File: src/rtl/lrupf_pkg.sv
package lrupf_pkg;

    localparam int FRAMES  = 16;
    localparam int IDX_W   = (FRAMES > 1) ? $clog2(FRAMES) : 1;
    localparam int PAGE_W  = 16;
    localparam int STAMP_W = 32;
    localparam int CFG_W   = 5;
    localparam int OUT_W   = 2;

    localparam logic [OUT_W-1:0] OUT_HIT   = 2'd0;
    localparam logic [OUT_W-1:0] OUT_FILL  = 2'd1;
    localparam logic [OUT_W-1:0] OUT_EVICT = 2'd2;

    localparam logic [CFG_W-1:0] CFG_RESET = CFG_W'(16);

    typedef logic [IDX_W-1:0]   idx_t;
    typedef logic [PAGE_W-1:0]  page_t;
    typedef logic [STAMP_W-1:0] stamp_t;

    typedef struct packed {
        logic   en;
        idx_t   idx;
        page_t  page;
        stamp_t stamp;
    } tbl_wr_t;

    typedef struct packed {
        logic   valid;
        page_t  page;
        stamp_t stamp;
    } tbl_rd_t;

    // last frame index taking part in mapping
    function automatic idx_t last_frame(input logic [CFG_W-1:0] cfg);
        idx_t r;
        if (cfg == '0) begin
            r = '0;
        end else if (int'(cfg) > FRAMES) begin
            r = IDX_W'(FRAMES - 1);
        end else begin
            r = IDX_W'(cfg - CFG_W'(1));
        end
        return r;
    endfunction

endpackage

File: src/rtl/lrupf_table.sv
module lrupf_table (
    input  logic                aclk,
    input  logic                aresetn,
    input  lrupf_pkg::tbl_wr_t  wr,
    input  lrupf_pkg::idx_t     rd_idx,
    output lrupf_pkg::tbl_rd_t  rd
);

    lrupf_pkg::page_t               page_reg  [lrupf_pkg::FRAMES];
    lrupf_pkg::stamp_t              stamp_reg [lrupf_pkg::FRAMES];
    logic [lrupf_pkg::FRAMES-1:0]   valid_reg;

    always_ff @(posedge aclk) begin
        if (!aresetn) begin
            valid_reg <= '0;
        end else if (wr.en) begin
            valid_reg[wr.idx] <= 1'b1;
        end
    end

    always_ff @(posedge aclk) begin
        if (wr.en) begin
            page_reg[wr.idx]  <= wr.page;
            stamp_reg[wr.idx] <= wr.stamp;
        end
    end

    assign rd.valid = valid_reg[rd_idx];
    assign rd.page  = page_reg[rd_idx];
    assign rd.stamp = stamp_reg[rd_idx];

endmodule

File: src/rtl/lru_page_frame_replacement_top.sv
// LRU page-frame table. Each request on s_ (s_page_number) is one virtual page
// access; its result leaves on m_ as outcome (hit, free-frame fill, eviction),
// frame index, evicted page and the access stamp taken from a saturating
// 32-bit access counter.
// cfg_data sets the number of frames in use (0 acts as 1, above 16 as 16);
// cfg_ready is always high, and a write belongs between requests.
// A request steps the sequencer through a match/free scan from frame 0 that
// stops at the first free or matching frame, then, on an eviction only, an
// oldest-stamp scan over all frames in use, then a finish step that loads the
// output register and updates the table. One frame-table read port and one
// stamp comparator serve both scans, so no new request is taken before the
// previous one has left the finish step.
// s_ready is high only while the sequencer is idle.
// The result sits in an output register: a new request is taken while it
// waits, but a stalled m_ready holds the next result and the table update.
// Reset (aresetn, synchronous, active low) marks all frames free, clears the
// access counter and sets the frame count to 16.
module lru_page_frame_replacement_top (
    input  logic                                 aclk,
    input  logic                                 aresetn,
    input  logic                                 cfg_valid,
    output logic                                 cfg_ready,
    input  logic [lrupf_pkg::CFG_W-1:0]          cfg_data,
    input  logic                                 s_valid,
    output logic                                 s_ready,
    input  logic [lrupf_pkg::PAGE_W-1:0]         s_page_number,
    output logic                                 m_valid,
    input  logic                                 m_ready,
    output logic [lrupf_pkg::OUT_W-1:0]          m_outcome,
    output logic [lrupf_pkg::IDX_W-1:0]          m_frame_index,
    output logic [lrupf_pkg::PAGE_W-1:0]         m_evicted_page,
    output logic [lrupf_pkg::STAMP_W-1:0]        m_access_stamp
);

    typedef enum logic [1:0] {
        ST_IDLE,
        ST_MATCH,
        ST_OLDEST,
        ST_FINISH
    } state_t;

    state_t                          state_reg;
    logic [lrupf_pkg::CFG_W-1:0]     cfg_reg;
    lrupf_pkg::stamp_t               time_reg;
    lrupf_pkg::idx_t                 idx_reg;
    lrupf_pkg::idx_t                 last_reg;
    lrupf_pkg::idx_t                 victim_reg;
    lrupf_pkg::page_t                page_reg;
    lrupf_pkg::page_t                evict_reg;
    lrupf_pkg::stamp_t               stamp_reg;
    lrupf_pkg::stamp_t               min_reg;
    logic [lrupf_pkg::OUT_W-1:0]     outcome_reg;

    logic                            m_valid_reg;
    logic [lrupf_pkg::OUT_W-1:0]     m_outcome_reg;
    lrupf_pkg::idx_t                 m_frame_index_reg;
    lrupf_pkg::page_t                m_evicted_page_reg;
    lrupf_pkg::stamp_t               m_access_stamp_reg;

    lrupf_pkg::tbl_wr_t              tbl_wr;
    lrupf_pkg::tbl_rd_t              tbl_rd;
    logic                            out_free;
    logic                            older;

    lrupf_table u_table (
        .aclk    (aclk),
        .aresetn (aresetn),
        .wr      (tbl_wr),
        .rd_idx  (idx_reg),
        .rd      (tbl_rd)
    );

    assign cfg_ready = 1'b1;
    assign s_ready   = (state_reg == ST_IDLE);
    assign out_free  = !m_valid_reg || m_ready;
    assign older     = (idx_reg == '0) || (tbl_rd.stamp < min_reg);

    always_comb begin
        tbl_wr.en    = (state_reg == ST_FINISH) && out_free;
        tbl_wr.idx   = victim_reg;
        tbl_wr.page  = page_reg;
        tbl_wr.stamp = stamp_reg;
    end

    always_ff @(posedge aclk) begin
        if (!aresetn) begin
            state_reg   <= ST_IDLE;
            cfg_reg     <= lrupf_pkg::CFG_RESET;
            time_reg    <= '0;
            m_valid_reg <= 1'b0;
        end else begin
            if (cfg_valid) begin
                cfg_reg <= cfg_data;
            end
            if ((state_reg == ST_FINISH) && out_free) begin
                m_valid_reg <= 1'b1;
            end else if (m_ready) begin
                m_valid_reg <= 1'b0;
            end
            unique case (state_reg)
                ST_IDLE: begin
                    if (s_valid) begin
                        page_reg  <= s_page_number;
                        stamp_reg <= time_reg;
                        evict_reg <= '0;
                        idx_reg   <= '0;
                        last_reg  <= lrupf_pkg::last_frame(cfg_reg);
                        if (time_reg != '1) begin
                            time_reg <= time_reg + lrupf_pkg::STAMP_W'(1);
                        end
                        state_reg <= ST_MATCH;
                    end
                end
                ST_MATCH: begin
                    priority if (!tbl_rd.valid) begin
                        outcome_reg <= lrupf_pkg::OUT_FILL;
                        victim_reg  <= idx_reg;
                        state_reg   <= ST_FINISH;
                    end else if (tbl_rd.page == page_reg) begin
                        outcome_reg <= lrupf_pkg::OUT_HIT;
                        victim_reg  <= idx_reg;
                        state_reg   <= ST_FINISH;
                    end else if (idx_reg == last_reg) begin
                        outcome_reg <= lrupf_pkg::OUT_EVICT;
                        idx_reg     <= '0;
                        state_reg   <= ST_OLDEST;
                    end else begin
                        idx_reg <= idx_reg + lrupf_pkg::IDX_W'(1);
                    end
                end
                ST_OLDEST: begin
                    if (older) begin
                        min_reg    <= tbl_rd.stamp;
                        victim_reg <= idx_reg;
                        evict_reg  <= tbl_rd.page;
                    end
                    if (idx_reg == last_reg) begin
                        state_reg <= ST_FINISH;
                    end else begin
                        idx_reg <= idx_reg + lrupf_pkg::IDX_W'(1);
                    end
                end
                ST_FINISH: begin
                    if (out_free) begin
                        m_outcome_reg      <= outcome_reg;
                        m_frame_index_reg  <= victim_reg;
                        m_evicted_page_reg <= evict_reg;
                        m_access_stamp_reg <= stamp_reg;
                        state_reg          <= ST_IDLE;
                    end
                end
                default: begin
                    state_reg <= ST_IDLE;
                end
            endcase
        end
    end

    assign m_valid        = m_valid_reg;
    assign m_outcome      = m_outcome_reg;
    assign m_frame_index  = m_frame_index_reg;
    assign m_evicted_page = m_evicted_page_reg;
    assign m_access_stamp = m_access_stamp_reg;

    a_busy_after_accept: assert property (@(posedge aclk) disable iff (!aresetn)
        (s_valid && s_ready) |=> !s_ready)
        else $error("request accepted while previous one in flight");

    a_time_monotonic: assert property (@(posedge aclk) disable iff (!aresetn)
        $past(aresetn) |-> (time_reg >= $past(time_reg)))
        else $error("access counter moved backward");

    a_result_from_finish: assert property (@(posedge aclk) disable iff (!aresetn)
        $rose(m_valid) |-> ($past(state_reg) == ST_FINISH))
        else $error("result raised outside finish step");

    a_evicted_zero: assert property (@(posedge aclk) disable iff (!aresetn)
        (m_valid && (m_outcome != lrupf_pkg::OUT_EVICT)) |-> (m_evicted_page == '0))
        else $error("evicted page set without eviction");

    a_frame_in_range: assert property (@(posedge aclk) disable iff (!aresetn)
        (state_reg == ST_FINISH) |-> (victim_reg <= last_reg))
        else $error("victim frame beyond frames in use");

endmodule
File: config.mk
export PLATFORM = sky130hd
export DESIGN_NAME = lru_page_frame_replacement_top
export DESIGN_NICKNAME = d
export VERILOG_FILES = /design/src/rtl/lrupf_pkg.sv /design/src/rtl/lrupf_table.sv /design/src/rtl/lru_page_frame_replacement_top.sv
export SDC_FILE = /design/constraint.sdc
export NUM_CORES = 1
export LEC_CHECK = 0
export BUFFER_PORTS_ARGS = -buffer_cell sky130_fd_sc_hd__buf_2
export CORE_MARGIN = 4
export CORE_UTILIZATION = 35
export CTS_BUF_LIST = sky130_fd_sc_hd__clkbuf_8 sky130_fd_sc_hd__clkbuf_16
export CTS_CLUSTER_SIZE = 8
export DETAILED_ROUTE_END_ITERATION = 10
export HOLD_SLACK_MARGIN = 0.08
export SYNTH_ARGS = -nofsm -noshare
export SYNTH_HDL_FRONTEND = slang
export SYNTH_SLANG_ARGS = --single-unit
export TNS_END_PERCENT = 1
File: constraint.sdc
create_clock -name aclk -period 12.4 [get_ports aclk]
set_clock_uncertainty 0.1 [all_clocks]
set_input_delay 2.48 -clock aclk [delete_from_list [all_inputs] [get_ports aclk]]
set_output_delay 2.48 -clock aclk [all_outputs]
set_load 0.02 [all_outputs]
==> key figures <==
Outcome
  • Outcome: finished clean

Critical path
  • Worst r2r dst: evict_reg[6]
  • CP Cell Sequence: buf_4 -> buf_4 -> mux4_2 -> mux4_2 -> ha_1 -> a21o_1 -> a21o_1 -> a21oi_1 -> a2111oi_0 -> a2111oi_2 -> nor3_1 -> nor2_2
  • Crit path kind: register to register
  • Reg2Reg Depth: 12
  • Slowest cell delay on critical path: 0.91 ns
  • Crit-path max FO: 50
  • CP Capture Type: register
  • Worst Path Arrival: 7.13 ns
  • R2R Setup Slk: 5.48 ns
  • CP startpoint kind: register
  • Worst path required time: 12.61 ns
  • Crit-path slowest cell: nor2_2

Global route
  • First-pass GRT wire length: 133,000 um
  • Initial antenna violation count: 3
  • GRT Residual Overflow: 0
  • Vias in the first global route: 19,600
  • Largest net degree at the start of global routing: 126
  • GRT Util Overall: 15.7%

Drt
  • DR WL/cell: 25.7 um
  • Post-route antenna net violation count: 0
  • 1st-pass router iterations: 5
  • Starting DRT DRC Count: 1,773
  • Vias post-DR: 18,600
  • # DRC: 0
  • Total Wirelength: 90,300 um
  • Drt via density: 5.29

Clocking
  • CTS Sinks: 992
  • H-tree depth: 4
  • Deepest clock path buffer count: 3
  • CTS tree: built
  • Clock buffer count from CTS: 142
  • Clock Latency Late Sink: 0.71 ns
  • Clock transition at the registers of the reported paths: 0.05 ns
  • Cts hold-fix bufs: 0
  • Post-CTS resize count: 0
  • Post-CTS setup buffer count: 0
  • Clk root buf: clkbuf_16

Power and ir drop
  • Leakage: 14.5 nW
  • Final Power: 9.71 mW
  • Power per Cell Area: 219 mW/mm^2
  • Peak VDD IR: 0.153 mV

Logic synthesis
  • Syn_area_per_cell: 20.4 sq um
  • Synthesized area: 0.0382 sq mm
  • Post-synth cell types: 62
  • Sequential share of the synthesized area: 76.4%
  • Post-synthesis simple-gate area fraction: 3.29%
  • Async S/R FF share, synth: 0%
  • Number of flops mapped to enable cells by yosys: 932
  • Yosys reg bits: 992
  • Area share of xor/xnor cells in the synthesized design: 1.31%
  • Synthesized instance count: 1,875
  • Synth warnings: 0
  • Largest family of logic cells by synthesized area: multiplexers
  • Synth Area in Compound Gates: 2.13%
  • Mux cell area share after synthesis: 14.1%
  • Most used DFF post-synth: edfxtp_1
  • Post-synth top area share: 73.2%
  • Synth Area in Adders: 1.28%
  • Area leader, netlist: edfxtp_1
  • Synth area leaders: edfxtp_1 73%, mux4_2 12%, dfxtp_1 3.1%
  • Syn nets: 1,940

Cells and area
  • Filler cell count in the final layout: 9,395
  • Fin cells: 3,520
  • Max FFs per register: 512
  • Fin area: 0.0443 sq mm
  • Post-layout util: 41.1%
  • N_diodes: 0
  • Most frequent cells in the layout: 932 x edfxtp_1, 206 x mux4_2, 145 x clkbuf_16
  • Commonest non-fill, non-tap cell in the layout: edfxtp_1
  • Layout cell share with drive strength beyond 1: 24.4%
  • Layout Nets: 2,124
  • Synthesis-to-layout area growth: 15.9%
  • FF/Latch Area: 0.0292 sq mm
  • Multi-input gate area: 0.00860 sq mm

STA
  • Least-Margin Pin Slew: 1.22 ns
  • Setup TNS: 0 ns
  • Max_slew headroom: 18.7%
  • Fmax: 145 MHz
  • RSZ-0062 raised after global routing: false
  • Post-route setup slack: 5.48 ns
  • Post-route clock period utilization: 55.8%
  • Final Critical Period: 6.92 ns
  • Fin Hold WS: 0.365 ns
  • Final setup fails: 0
  • Fin. Hold Viols: 0
  • Fin. max-slew vios: 0

Placement
  • Final GP Congestion: 0.774
  • Dpl cells: 3,318
  • Post-DP Area: 0.0404 sq mm
  • DP HPWL: 49,400 um
  • Post-placement setup slack: 5.42 ns
  • Number of port buffers: 81

Floorplanning
  • Boundary Pins: 83
  • Die width: 338 um
  • DIE AREA: 0.115 sq mm
  • Row count: 120
  • Initial Utilization: 35.5%
  • Die height: 338 um
  • Core area: 0.108 sq mm

Worst hold path
  • Hold Crit Depth: 2
  • Worst Min Path Start: u_table.valid_reg[7]
  • HP Class: register to register
  • Hold EP: u_table.valid_reg[7]

Flow run
  • Max Cap Viol: 0
-- critical path: cells and delay by family, from the launching register on --
kind	cells	cell delay [ns]
fa+ha+maj	1	0.31
simple gates	2	1.11
compound gates	5	1.50
mux	2	1.09
flops	1	0.76
buf+inv	2	1.51
-- synth_stat cells (all sizes together), types with 2 or more instances --
cell     instances
a22oi           13
nor4             3
a22o             9
xnor2           33
clkbuf          30
a21o            16
xor2            24
o21ai           22
a2111oi          2
dfxtp           60
and3             7
ha              39
o22ai            3
edfxtp         932
nor2b            2
and2            13
nand2b           6
inv             50
buf             43
or3              7
o2111ai          2
mux2             8
mux4           206
mux2i           66
nand3           15
o211ai           3
nor3            26
nand2           55
o21a             5
a211oi           9
a21oi           22
and4             4
nand4           17
nor2           106
-- routing by layer --
layer  routed length [um]  up-vias  track usage [%]
met5                   13        -                0
met1                37800     9873             21.0
li1                     -     7962                -
met3                 5060      143             3.01
met2                45400      644             26.4
met4                 2000        2             4.45
-- worst max-delay path by stage --
stage	to	cells past startpoint	from	slack, ns
6_report	evict_reg[6]	12	register	5.48
5_1_grt	evict_reg[11]	12	register	5.02
4_1_cts	evict_reg[11]	12	register	5.39
3_5_place_dp	evict_reg[15]	12	register	5.42
3_3_place_gp	evict_reg[6]	12	register	5.43
2_1_floorplan	min_reg[0]	16	register	5.32
-- layout make-up --
cell class,instances,share of cell area [%]
well taps,1403,3.96
clock buffers,146,8.22
repair buffers,113,1.49
flip-flops and latches,992,65.9
multi-input cells,760,19.4
inverters,50,0.426
clock inverters,56,0.590
-- power by group --
group          switching (mW)  internal (mW)  total, mW
Sequential              0.247           3.92       4.16
Combinational            1.14           1.02       2.16
Clock                    1.32           2.07       3.39
-- logic make-up (layout without fill, tap and decap cells) --
| family | after synthesis | count (layout) |
|---|---|---|
| flip-flops | 992 | 992 |
| multiplexers | 280 | 280 |
| AND/OR/NAND/NOR | 268 | 268 |
| buffers and inverters | 123 | 365 |
| AO/OA/AOI/OAI | 115 | 115 |
| XOR/XNOR | 57 | 57 |
| adder cells (fa/ha/maj) | 39 | 39 |
| other | 1 | 1 |
(Power assumes the default switching activity.)
